<file path="config.mk">
export PLATFORM = sky130hd
export DESIGN_NAME = punctuation_operator_lexer
export DESIGN_NICKNAME = d
export VERILOG_FILES = /design/src/design/pol_pkg.sv /design/src/design/pol_scan.sv /design/src/design/punctuation_operator_lexer.sv
export SDC_FILE = /design/constraint.sdc
export NUM_CORES = 1
export LEC_CHECK = 0
export ABC_AREA = 1
export BUFFER_PORTS_ARGS = -buffer_cell sky130_fd_sc_hd__buf_2
export CORE_MARGIN = 2
export CORE_UTILIZATION = 62
export DETAILED_ROUTE_END_ITERATION = 12
export GPL_ROUTABILITY_DRIVEN = 0
export PLACE_DENSITY_LB_ADDON = 0.15
export SYNTH_ARGS = -nofsm -noshare
export SYNTH_HDL_FRONTEND = slang
export SYNTH_HIERARCHICAL = 1
export SYNTH_SLANG_ARGS = --single-unit
</file>
<file path="constraint.sdc">
create_clock -name clock -period 5 [get_ports clock]
set_clock_uncertainty 0.2 [all_clocks]
set_input_delay 0.5 -clock clock [delete_from_list [all_inputs] [get_ports clock]]
set_output_delay 0.5 -clock clock [all_outputs]
set_load 0.1 [all_outputs]
</file>
<file path="src/design/pol_pkg.sv">
// shared types, kind codes and byte classification for the punctuation and operator lexer
package pol_pkg;

   // token kinds
   localparam logic [4:0] KIND_RPAREN    = 5'd0;
   localparam logic [4:0] KIND_LPAREN    = 5'd1;
   localparam logic [4:0] KIND_RBRACKET  = 5'd2;
   localparam logic [4:0] KIND_LBRACKET  = 5'd3;
   localparam logic [4:0] KIND_RBRACE    = 5'd4;
   localparam logic [4:0] KIND_LBRACE    = 5'd5;
   localparam logic [4:0] KIND_PLUS      = 5'd6;
   localparam logic [4:0] KIND_MINUS     = 5'd7;
   localparam logic [4:0] KIND_STAR      = 5'd8;
   localparam logic [4:0] KIND_SLASH     = 5'd9;
   localparam logic [4:0] KIND_PERCENT   = 5'd10;
   localparam logic [4:0] KIND_DOT       = 5'd11;
   localparam logic [4:0] KIND_COMMA     = 5'd12;
   localparam logic [4:0] KIND_SEMICOLON = 5'd13;
   localparam logic [4:0] KIND_COLON     = 5'd14;
   localparam logic [4:0] KIND_BANG      = 5'd15;
   localparam logic [4:0] KIND_EQUAL     = 5'd17;
   localparam logic [4:0] KIND_GREATER   = 5'd19;
   localparam logic [4:0] KIND_LESS      = 5'd21;
   localparam logic [4:0] KIND_END       = 5'd23;
   localparam logic [4:0] KIND_ERROR     = 5'd24;

   // source bytes with special handling
   localparam logic [7:0] CHAR_TAB     = 8'h09;
   localparam logic [7:0] CHAR_NEWLINE = 8'h0A;
   localparam logic [7:0] CHAR_CR      = 8'h0D;
   localparam logic [7:0] CHAR_SPACE   = 8'h20;
   localparam logic [7:0] CHAR_BANG    = 8'h21;
   localparam logic [7:0] CHAR_SLASH   = 8'h2F;
   localparam logic [7:0] CHAR_LESS    = 8'h3C;
   localparam logic [7:0] CHAR_EQUAL   = 8'h3D;
   localparam logic [7:0] CHAR_GREATER = 8'h3E;

   localparam int QUEUE_DEPTH = 4;
   localparam int QUEUE_PTR_W = $clog2(QUEUE_DEPTH);

   typedef enum logic [6:0] {
      MODE_NORMAL  = 7'b0000001,
      MODE_BANG    = 7'b0000010,
      MODE_EQUAL   = 7'b0000100,
      MODE_GREATER = 7'b0001000,
      MODE_LESS    = 7'b0010000,
      MODE_SLASH   = 7'b0100000,
      MODE_COMMENT = 7'b1000000
   } mode_type;

   typedef struct packed {
      logic [4:0]  kind;
      logic [15:0] line;
      logic [23:0] offset;
      logic [1:0]  length;
      logic [7:0]  bad;
      logic        last;
   } token_type;

   typedef struct packed {
      logic [1:0] count;
      token_type  first;
      token_type  second;
   } scan_result_type;

   // {hit, kind} for bytes that form a whole token on their own
   function automatic logic [5:0] single_kind(input logic [7:0] b);
      logic [5:0] r;
      case (b)
         8'h29: r = {1'b1, KIND_RPAREN};     // )
         8'h28: r = {1'b1, KIND_LPAREN};     // (
         8'h5D: r = {1'b1, KIND_RBRACKET};   // ]
         8'h5B: r = {1'b1, KIND_LBRACKET};   // [
         8'h7D: r = {1'b1, KIND_RBRACE};     // }
         8'h7B: r = {1'b1, KIND_LBRACE};     // {
         8'h2B: r = {1'b1, KIND_PLUS};       // +
         8'h2D: r = {1'b1, KIND_MINUS};      // -
         8'h2A: r = {1'b1, KIND_STAR};       // *
         8'h25: r = {1'b1, KIND_PERCENT};    // %
         8'h2E: r = {1'b1, KIND_DOT};        // .
         8'h2C: r = {1'b1, KIND_COMMA};      // ,
         8'h3B: r = {1'b1, KIND_SEMICOLON};  // ;
         8'h3A: r = {1'b1, KIND_COLON};      // :
         default: r = {1'b0, KIND_ERROR};
      endcase
      return r;
   endfunction

   // one-character kind of a held operator
   function automatic logic [4:0] pending_kind(input mode_type m);
      logic [4:0] k;
      case (m)
         MODE_BANG:    k = KIND_BANG;
         MODE_EQUAL:   k = KIND_EQUAL;
         MODE_GREATER: k = KIND_GREATER;
         MODE_LESS:    k = KIND_LESS;
         default:      k = KIND_SLASH;
      endcase
      return k;
   endfunction

endpackage

</file>
<file path="src/design/pol_scan.sv">
// scanner state and per-byte classification, giving up to two tokens per word
module pol_scan #(
   parameter int OFFSET_WIDTH = 24,
   parameter int LINE_WIDTH   = 16
) (
   input  logic                     clock,
   input  logic                     reset,
   input  logic                     take,
   input  logic [7:0]               symbol,
   input  logic                     end_of_source,
   input  logic                     csr_we,
   input  logic [15:0]              csr_wdata,
   output pol_pkg::scan_result_type result
);

   localparam logic [31:0] LINE_MAX = 32'((64'd1 << LINE_WIDTH) - 64'd1);

   pol_pkg::mode_type       mode_ff, mode_in;
   logic [OFFSET_WIDTH-1:0] pos_ff, pos_in;
   logic [OFFSET_WIDTH-1:0] pstart_ff, pstart_in;
   logic [LINE_WIDTH-1:0]   line_ff, line_in;
   logic [15:0]             start_ff, start_in;

   logic [OFFSET_WIDTH-1:0] pos_bump;
   logic [LINE_WIDTH-1:0]   line_bump;
   logic [LINE_WIDTH-1:0]   start_clamped;
   logic [LINE_WIDTH-1:0]   wdata_clamped;
   logic [31:0]             pos_w, pstart_w, line_w;
   logic [5:0]              single;
   logic                    is_pending;
   logic                    combine, to_comment, stay_comment, flush_hit, normal_go;
   logic                    sym_opens, sym_ws, sym_nl;
   pol_pkg::mode_type       sym_mode;
   pol_pkg::token_type      tok_a, tok_b;
   logic                    a_valid, b_valid;

   function automatic logic [LINE_WIDTH-1:0] clamp_line(input logic [15:0] v);
      logic [31:0] v32;
      logic [LINE_WIDTH-1:0] r;
      v32 = 32'(v);
      if (v32 > LINE_MAX) begin
         r = '1;
      end else begin
         r = v32[LINE_WIDTH-1:0];
      end
      return r;
   endfunction

   assign pos_bump      = (pos_ff == '1) ? pos_ff : pos_ff + OFFSET_WIDTH'(1);
   assign line_bump     = (line_ff == '1) ? line_ff : line_ff + LINE_WIDTH'(1);
   assign start_clamped = clamp_line(start_ff);
   assign wdata_clamped = clamp_line(csr_wdata);
   assign pos_w         = 32'(pos_ff);
   assign pstart_w      = 32'(pstart_ff);
   assign line_w        = 32'(line_ff);
   assign single        = pol_pkg::single_kind(symbol);

   // what a byte does in normal mode
   always_comb begin
      sym_opens = 1'b1;
      sym_mode  = pol_pkg::MODE_NORMAL;
      case (symbol)
         pol_pkg::CHAR_BANG:    sym_mode = pol_pkg::MODE_BANG;
         pol_pkg::CHAR_EQUAL:   sym_mode = pol_pkg::MODE_EQUAL;
         pol_pkg::CHAR_GREATER: sym_mode = pol_pkg::MODE_GREATER;
         pol_pkg::CHAR_LESS:    sym_mode = pol_pkg::MODE_LESS;
         pol_pkg::CHAR_SLASH:   sym_mode = pol_pkg::MODE_SLASH;
         default:               sym_opens = 1'b0;
      endcase
   end

   assign sym_ws = (symbol == pol_pkg::CHAR_SPACE) || (symbol == pol_pkg::CHAR_TAB) ||
                   (symbol == pol_pkg::CHAR_CR);
   assign sym_nl = (symbol == pol_pkg::CHAR_NEWLINE);

   always_comb begin
      is_pending   = 1'b0;
      combine      = 1'b0;
      to_comment   = 1'b0;
      stay_comment = 1'b0;
      flush_hit    = 1'b0;
      normal_go    = 1'b0;
      case (mode_ff)
         pol_pkg::MODE_BANG, pol_pkg::MODE_EQUAL,
         pol_pkg::MODE_GREATER, pol_pkg::MODE_LESS: begin
            is_pending = 1'b1;
            if (symbol == pol_pkg::CHAR_EQUAL) begin
               combine = 1'b1;
            end else begin
               flush_hit = 1'b1;
               normal_go = 1'b1;
            end
         end
         pol_pkg::MODE_SLASH: begin
            is_pending = 1'b1;
            if (symbol == pol_pkg::CHAR_SLASH) begin
               to_comment = 1'b1;
            end else begin
               flush_hit = 1'b1;
               normal_go = 1'b1;
            end
         end
         pol_pkg::MODE_COMMENT: begin
            // the newline that closes a comment is scanned normally
            if (sym_nl) begin
               normal_go = 1'b1;
            end else begin
               stay_comment = 1'b1;
            end
         end
         default: begin
            normal_go = 1'b1;
         end
      endcase
   end

   // token a: held operator (flushed or combined); token b: this byte or the end token
   always_comb begin
      tok_a.kind   = pol_pkg::pending_kind(mode_ff);
      tok_a.line   = line_w[15:0];
      tok_a.offset = pstart_w[23:0];
      tok_a.length = 2'd1;
      tok_a.bad    = 8'd0;
      tok_a.last   = 1'b0;
      tok_b.line   = line_w[15:0];
      tok_b.offset = pos_w[23:0];
      tok_b.length = 2'd1;
      tok_b.bad    = 8'd0;
      tok_b.last   = 1'b1;
      tok_b.kind   = single[4:0];
      if (end_of_source) begin
         a_valid      = is_pending;
         b_valid      = 1'b1;
         tok_b.kind   = pol_pkg::KIND_END;
         tok_b.length = 2'd0;
      end else if (combine) begin
         a_valid      = 1'b1;
         b_valid      = 1'b0;
         tok_a.kind   = pol_pkg::pending_kind(mode_ff) + 5'd1;
         tok_a.length = 2'd2;
      end else begin
         a_valid = flush_hit;
         b_valid = normal_go && !sym_opens && !sym_ws && !sym_nl;
         if (!single[5]) begin
            tok_b.bad = symbol;
         end
      end
   end

   always_comb begin
      result.count = {1'b0, a_valid} + {1'b0, b_valid};
      result.first = a_valid ? tok_a : tok_b;
      if (a_valid) begin
         result.first.last = !b_valid;
      end
      result.second = tok_b;
   end

   always_comb begin
      mode_in   = mode_ff;
      pos_in    = pos_ff;
      pstart_in = pstart_ff;
      line_in   = line_ff;
      start_in  = start_ff;
      if (csr_we) begin
         start_in = csr_wdata;
      end
      if (take) begin
         if (end_of_source) begin
            mode_in   = pol_pkg::MODE_NORMAL;
            pos_in    = '0;
            pstart_in = '0;
            line_in   = start_clamped;
         end else begin
            pos_in = pos_bump;
            if (to_comment || stay_comment) begin
               mode_in = pol_pkg::MODE_COMMENT;
            end else if (normal_go) begin
               mode_in = sym_mode;
               if (sym_opens) begin
                  pstart_in = pos_ff;
               end
               if (sym_nl) begin
                  line_in = line_bump;
               end
            end else begin
               mode_in = pol_pkg::MODE_NORMAL;
            end
         end
      end else if (csr_we && (pos_ff == '0)) begin
         line_in = wdata_clamped;
      end
   end

   always_ff @(posedge clock) begin
      if (reset) begin
         mode_ff   <= pol_pkg::MODE_NORMAL;
         pos_ff    <= '0;
         pstart_ff <= '0;
         start_ff  <= 16'd1;
         line_ff   <= LINE_WIDTH'(1);
      end else begin
         mode_ff   <= mode_in;
         pos_ff    <= pos_in;
         pstart_ff <= pstart_in;
         start_ff  <= start_in;
         line_ff   <= line_in;
      end
   end

endmodule

</file>
<file path="src/design/punctuation_operator_lexer.sv">
// top level of the punctuation and operator lexer: scanner plus result queue
//
// Source bytes enter on the req_ channel, one word per byte; req_tuser high
// marks end of source instead of a byte (req_tdata is then ignored). Tokens
// leave on the rsp_ channel with the kind on rsp_tuser and rsp_tlast set on
// the final token caused by an input word. A word gives zero, one or two
// tokens; the held operators ! = > < and / wait for the next byte.
// A token is written into the result queue when the word that caused it is
// taken, and rsp_ presents the queue head. Input takes one byte per cycle
// while req_tready is high; a word that gives two tokens needs two transfers
// on the rsp_ side, which the four-entry result queue absorbs. req_tready is
// high while the queue has room for two tokens, so input keeps flowing while
// results wait; a stalled receiver holds off input once three are queued.
// csr_wdata written with csr_we sets the first line number of each source;
// it also reloads the current line when no byte of the source is taken yet.
// Reset empties the queue, clears offsets and mode, and sets the start line
// to 1. Offsets and line numbers saturate at their maximum.
module punctuation_operator_lexer #(
   parameter int OFFSET_WIDTH = 24,
   parameter int LINE_WIDTH   = 16
) (
   input  logic        clock,
   input  logic        reset,
   input  logic        req_tvalid,
   output logic        req_tready,
   input  logic [7:0]  req_tdata,   // symbol
   input  logic        req_tuser,   // end_of_source
   output logic        rsp_tvalid,
   input  logic        rsp_tready,
   output logic [55:0] rsp_tdata,   // line_of_token, start_offset, lexeme_length, bad_symbol
   output logic [4:0]  rsp_tuser,   // token_kind
   output logic        rsp_tlast,   // last_of_run
   input  logic        csr_we,
   input  logic [15:0] csr_wdata
);

   localparam int PW = pol_pkg::QUEUE_PTR_W;

   pol_pkg::scan_result_type scan_res;
   pol_pkg::token_type       queue_ff [pol_pkg::QUEUE_DEPTH];
   pol_pkg::token_type       head;
   logic [PW-1:0]            wr_ptr_ff, wr_ptr_in;
   logic [PW-1:0]            rd_ptr_ff, rd_ptr_in;
   logic [PW:0]              count_ff, count_in;
   logic                     req_take, rsp_take;

   assign req_take = req_tvalid && req_tready;
   assign rsp_take = rsp_tvalid && rsp_tready;

   pol_scan #(
      .OFFSET_WIDTH(OFFSET_WIDTH),
      .LINE_WIDTH  (LINE_WIDTH)
   ) u_scan (
      .clock        (clock),
      .reset        (reset),
      .take         (req_take),
      .symbol       (req_tdata),
      .end_of_source(req_tuser),
      .csr_we       (csr_we),
      .csr_wdata    (csr_wdata),
      .result       (scan_res)
   );

   // room for the two tokens a word can produce
   assign req_tready = (count_ff <= (PW+1)'(pol_pkg::QUEUE_DEPTH - 2));

   always_comb begin
      wr_ptr_in = wr_ptr_ff;
      rd_ptr_in = rd_ptr_ff;
      count_in  = count_ff;
      if (req_take) begin
         wr_ptr_in = wr_ptr_ff + PW'(scan_res.count);
         count_in  = count_in + (PW+1)'(scan_res.count);
      end
      if (rsp_take) begin
         rd_ptr_in = rd_ptr_ff + PW'(1);
         count_in  = count_in - (PW+1)'(1);
      end
   end

   always_ff @(posedge clock) begin
      if (reset) begin
         wr_ptr_ff <= '0;
         rd_ptr_ff <= '0;
         count_ff  <= '0;
      end else begin
         wr_ptr_ff <= wr_ptr_in;
         rd_ptr_ff <= rd_ptr_in;
         count_ff  <= count_in;
      end
   end

   always_ff @(posedge clock) begin
      if (req_take && (scan_res.count != 2'd0)) begin
         queue_ff[wr_ptr_ff] <= scan_res.first;
      end
      if (req_take && (scan_res.count == 2'd2)) begin
         queue_ff[wr_ptr_ff + PW'(1)] <= scan_res.second;
      end
   end

   assign head       = queue_ff[rd_ptr_ff];
   assign rsp_tvalid = (count_ff != '0);
   assign rsp_tdata  = {6'd0, head.bad, head.length, head.offset, head.line};
   assign rsp_tuser  = head.kind;
   assign rsp_tlast  = head.last;

`ifndef SYNTH
   a_queue_bound: assert property (@(posedge clock) disable iff (reset)
      count_ff <= (PW+1)'(pol_pkg::QUEUE_DEPTH))
      else $error("result queue overflow");

   a_eos_gives_token: assert property (@(posedge clock) disable iff (reset)
      (req_take && req_tuser) |=> (count_ff != '0))
      else $error("end of source produced no token");

   a_end_token_shape: assert property (@(posedge clock) disable iff (reset)
      (rsp_tvalid && (rsp_tuser == pol_pkg::KIND_END)) |->
      (rsp_tlast && (rsp_tdata[41:40] == 2'd0)))
      else $error("end token not last or not empty");

   a_count_moves: assert property (@(posedge clock) disable iff (reset)
      (!req_take && rsp_take) |=> (count_ff == $past(count_ff) - (PW+1)'(1)))
      else $error("queue count out of step");
`endif

endmodule

</file>
==> flow_summary.ini <==
[status]
status = finished clean

[finish]
area_delta_synth_final_pct = 7.50
nFillCells = 2381
design_area_um2 = 19400
fin_nets = 2277
antenna_cells = 0
stdcell_count = 2646
multiInputGateArea_um2 = 7610
finish.utilization_pct = 67.6
regArea_um2 = 8650
drive_gt1_share_pct = 13.7

[power_and_ir_drop]
switching_power_mw = 4.54
powerDensity_nw_per_um2 = 518
comb_power_share_pct = 39.6
clkPwrFrac_pct = 26.1
irDropWorstVdd_mv = 0.456
p_leak_nw = 7.40
p_int_mw = 5.52
power_mw = 10.1
p_sw_share_pct = 45.2
seqPwrFrac_pct = 34.3

[routing]
drt_iter0_markers = 1489
vias_per_cell = 5.89
drt-total-wl_um = 47900
drc = 0
wire_per_inst_um = 18.1
dr.pass1.iters = 6
drtAntennaViolNets = 0
vias = 15600

[die]
start_util_pct = 62.9
die_y_um = 175
rows = 62
coreArea_um2 = 28700
io_pins = 94
die_w_um = 175
dieArea_um2 = 30500

[logic_synthesis]
yosysTopAreaCellShare_pct = 37.2
yosysMostFrequentCell = nand2_1
synth-warning-count = 6
ys_ff_latch = 320
netlist_top_cells_count = nand2_1 (516), nor2_1 (277), o21ai_0 (274)
synthArstFlopShare_pct = 0
synth_largest_area_cell = edfxtp_1
ys_seq_area_share_pct = 47.9
syn_avg_cell_area_um2 = 8.07
synthTopCellsByArea = edfxtp_1 (37%), nand2_1 (11%), dfxtp_1 (11%)
synth_edf_count = 224
synth_cells = 2239
synthesis.area_um2 = 18100
synthDistinctLibCells = 46
ys.flop_type = edfxtp_1

[clock_network]
cts_setup_buffers = 0
cts.sinks = 320
postCtsHoldBufs = 0
clk_pin_slew_ps = 60
htreeDepth = 2
ctsLongestPathBuffers = 3
ctsResizeCount = 0
insertion_delay_ps = 520
cts_made_buffers = 34
clockRootBuffer = clkbuf_16
cts_tree = done

[global_routing]
grt_pass1_wl_um = 75800
grt_max_degree = 113
grt_pass1_vias = 14600
grt_usage_pct = 31.3
grt-ovfl-total = 0
antenna_found_initial = 2

[critical_path]
critPathMaxStageDelay_ps = 580
crit_required_ps = 4990
cpLargestDelayFamily = simple AND/OR/NAND/NOR gates
path_buf_inv = 2
worst_path_max_delay_cell = nand2_2
cp.arrival_ps = 3880
worst_setup_path_end_kind = flip-flop
cp_max_fo = 38
startpoint_type = flip-flop
cp_cell_sequence = inv_1, nand2_1, nor2_1, nor2_2, nand2_2, nand2_4, nand3_4, o21ai_4, nand2_4, ha_1, nor2_4, nand3_4, nand2_2, buf_12
criticalPathCategory = flip-flop to flip-flop

[timing]
slew_viol_final = 0
fin_crit_sh_pct = 77.9
rsz0062_at_grt = false
tightest_slew_ps = 1020
slew_headroom_pct = 31.8
hold_slack_ps = 22.6
setup_ws_ps = 1110
max_freq_ghz = 0.257
setup_viol = 0
hold_viol = 0
tns_ps = 0
period_needed_ps = 3890

[placed_design]
placed_area_um2 = 18300
post-dp-hpwl_um = 31000
port_buffers = 87
post-place-ws_ps = 847
dpl.cell_count = 2585

[hold_path]
min_path_type = input port to flip-flop

[job]
max_cap_viol_count = 0
worst min-delay path: cells and delay by family:
kind	cells	cell delay (ps)
AND/OR/NAND/NOR	2	120
buffers and inverters	1	90
sequential cells by signal, indices dropped and copies added, names as in the netlist, named ones only:
| name | cells |
|---|---|
| u_scan/pos_ff | 24 |
| queue_ff | 224 |
| rd_ptr_ff | 2 |
| u_scan/pstart_ff | 24 |
| u_scan/line_ff | 16 |
| u_scan/mode_ff | 7 |
| wr_ptr_ff | 2 |
| count_ff | 3 |
| u_scan/start_clamped | 16 |
cell families after synthesis:
logic type / Yosys count / synth area share (%)
simple gates: 984 / 23.4
compound gates: 543 / 17.4
other cells: 3 / 0.0624
fa+ha+maj: 10 / 0.734
buf+inv: 372 / 10.1
flops: 320 / 47.9
xor+xnor: 7 / 0.340
layer usage:
layer / up-vias / track usage, % / wire length [um]
met3: 108 / 5.77 / 4860
met2: 787 / 51.5 / 22000
met1: 7223 / 41.4 / 19400
li1: 7477 / - / -
met4: 2 / 11.7 / 1660
met5: - / 0 / 11
power by group through the flow:
stage / clock (mW) / combinational [mW] / sequential [mW]
6_report: 2.62 / 3.99 / 3.45
5_1_grt: 2.74 / 4.21 / 3.48
4_1_cts: 2.64 / 3.99 / 3.44
3_5_place_dp: 0 / 3.98 / 3.50
3_3_place_gp: 0 / 3.93 / 3.48
2_1_floorplan: 0 / 3.34 / 3.38
final timing paths:
check,start,to,slack (ps),cells after the start
setup / recovery,u_scan/mode_ff[6]$_SDFFE_PP0P_,queue_ff[2][17]$_DFFE_PP_,1110,14
hold reg to reg,u_scan/start_clamped[7]$_SDFFE_PP0P_,u_scan/start_clamped[7]$_SDFFE_PP0P_,260,2
hold / removal,csr_wdata[6],u_scan/start_clamped[6]$_SDFFE_PP0P_,20,3
setup reg to reg,u_scan/mode_ff[6]$_SDFFE_PP0P_,queue_ff[2][17]$_DFFE_PP_,1110,14
final cells by class:
cell class                      count  area share [%]
Clock buffer                       46            4.94
Sequential cell                   320            44.6
Tap cell                          384            2.48
Inverter                          216            4.20
Timing Repair Buffer              113            3.64
Clock inverter                     15           0.980
Multi-Input combinational cell   1552            39.2
layout by cell type, fill, tap and decap left out, types with 7 or more instances in the layout:
master | netlist | layout
nand2_1 | 516 | 512
nor2_1 | 277 | 277
o21ai_0 | 274 | 274
edfxtp_1 | 224 | 224
inv_1 | 197 | 195
dfxtp_1 | 96 | 94
buf_2 | 16 | 87
o21ai_2 | 76 | 76
nand3_1 | 70 | 70
o21ai_1 | 62 | 62
o22ai_1 | 60 | 60
a21oi_1 | 57 | 57
nand4_1 | 51 | 51
clkbuf_16 | 0 | 37
inv_2 | 18 | 20
buf_4 | 26 | 20
nor3_1 | 19 | 19
nand2_2 | 10 | 14
nor2_2 | 10 | 10
ha_1 | 9 | 9
clkbuf_1 | 66 | 9
conb_1 | 3 | 8
clkinv_1 | 0 | 8
xor2_1 | 7 | 7
Power figures use the tool's default switching activity.
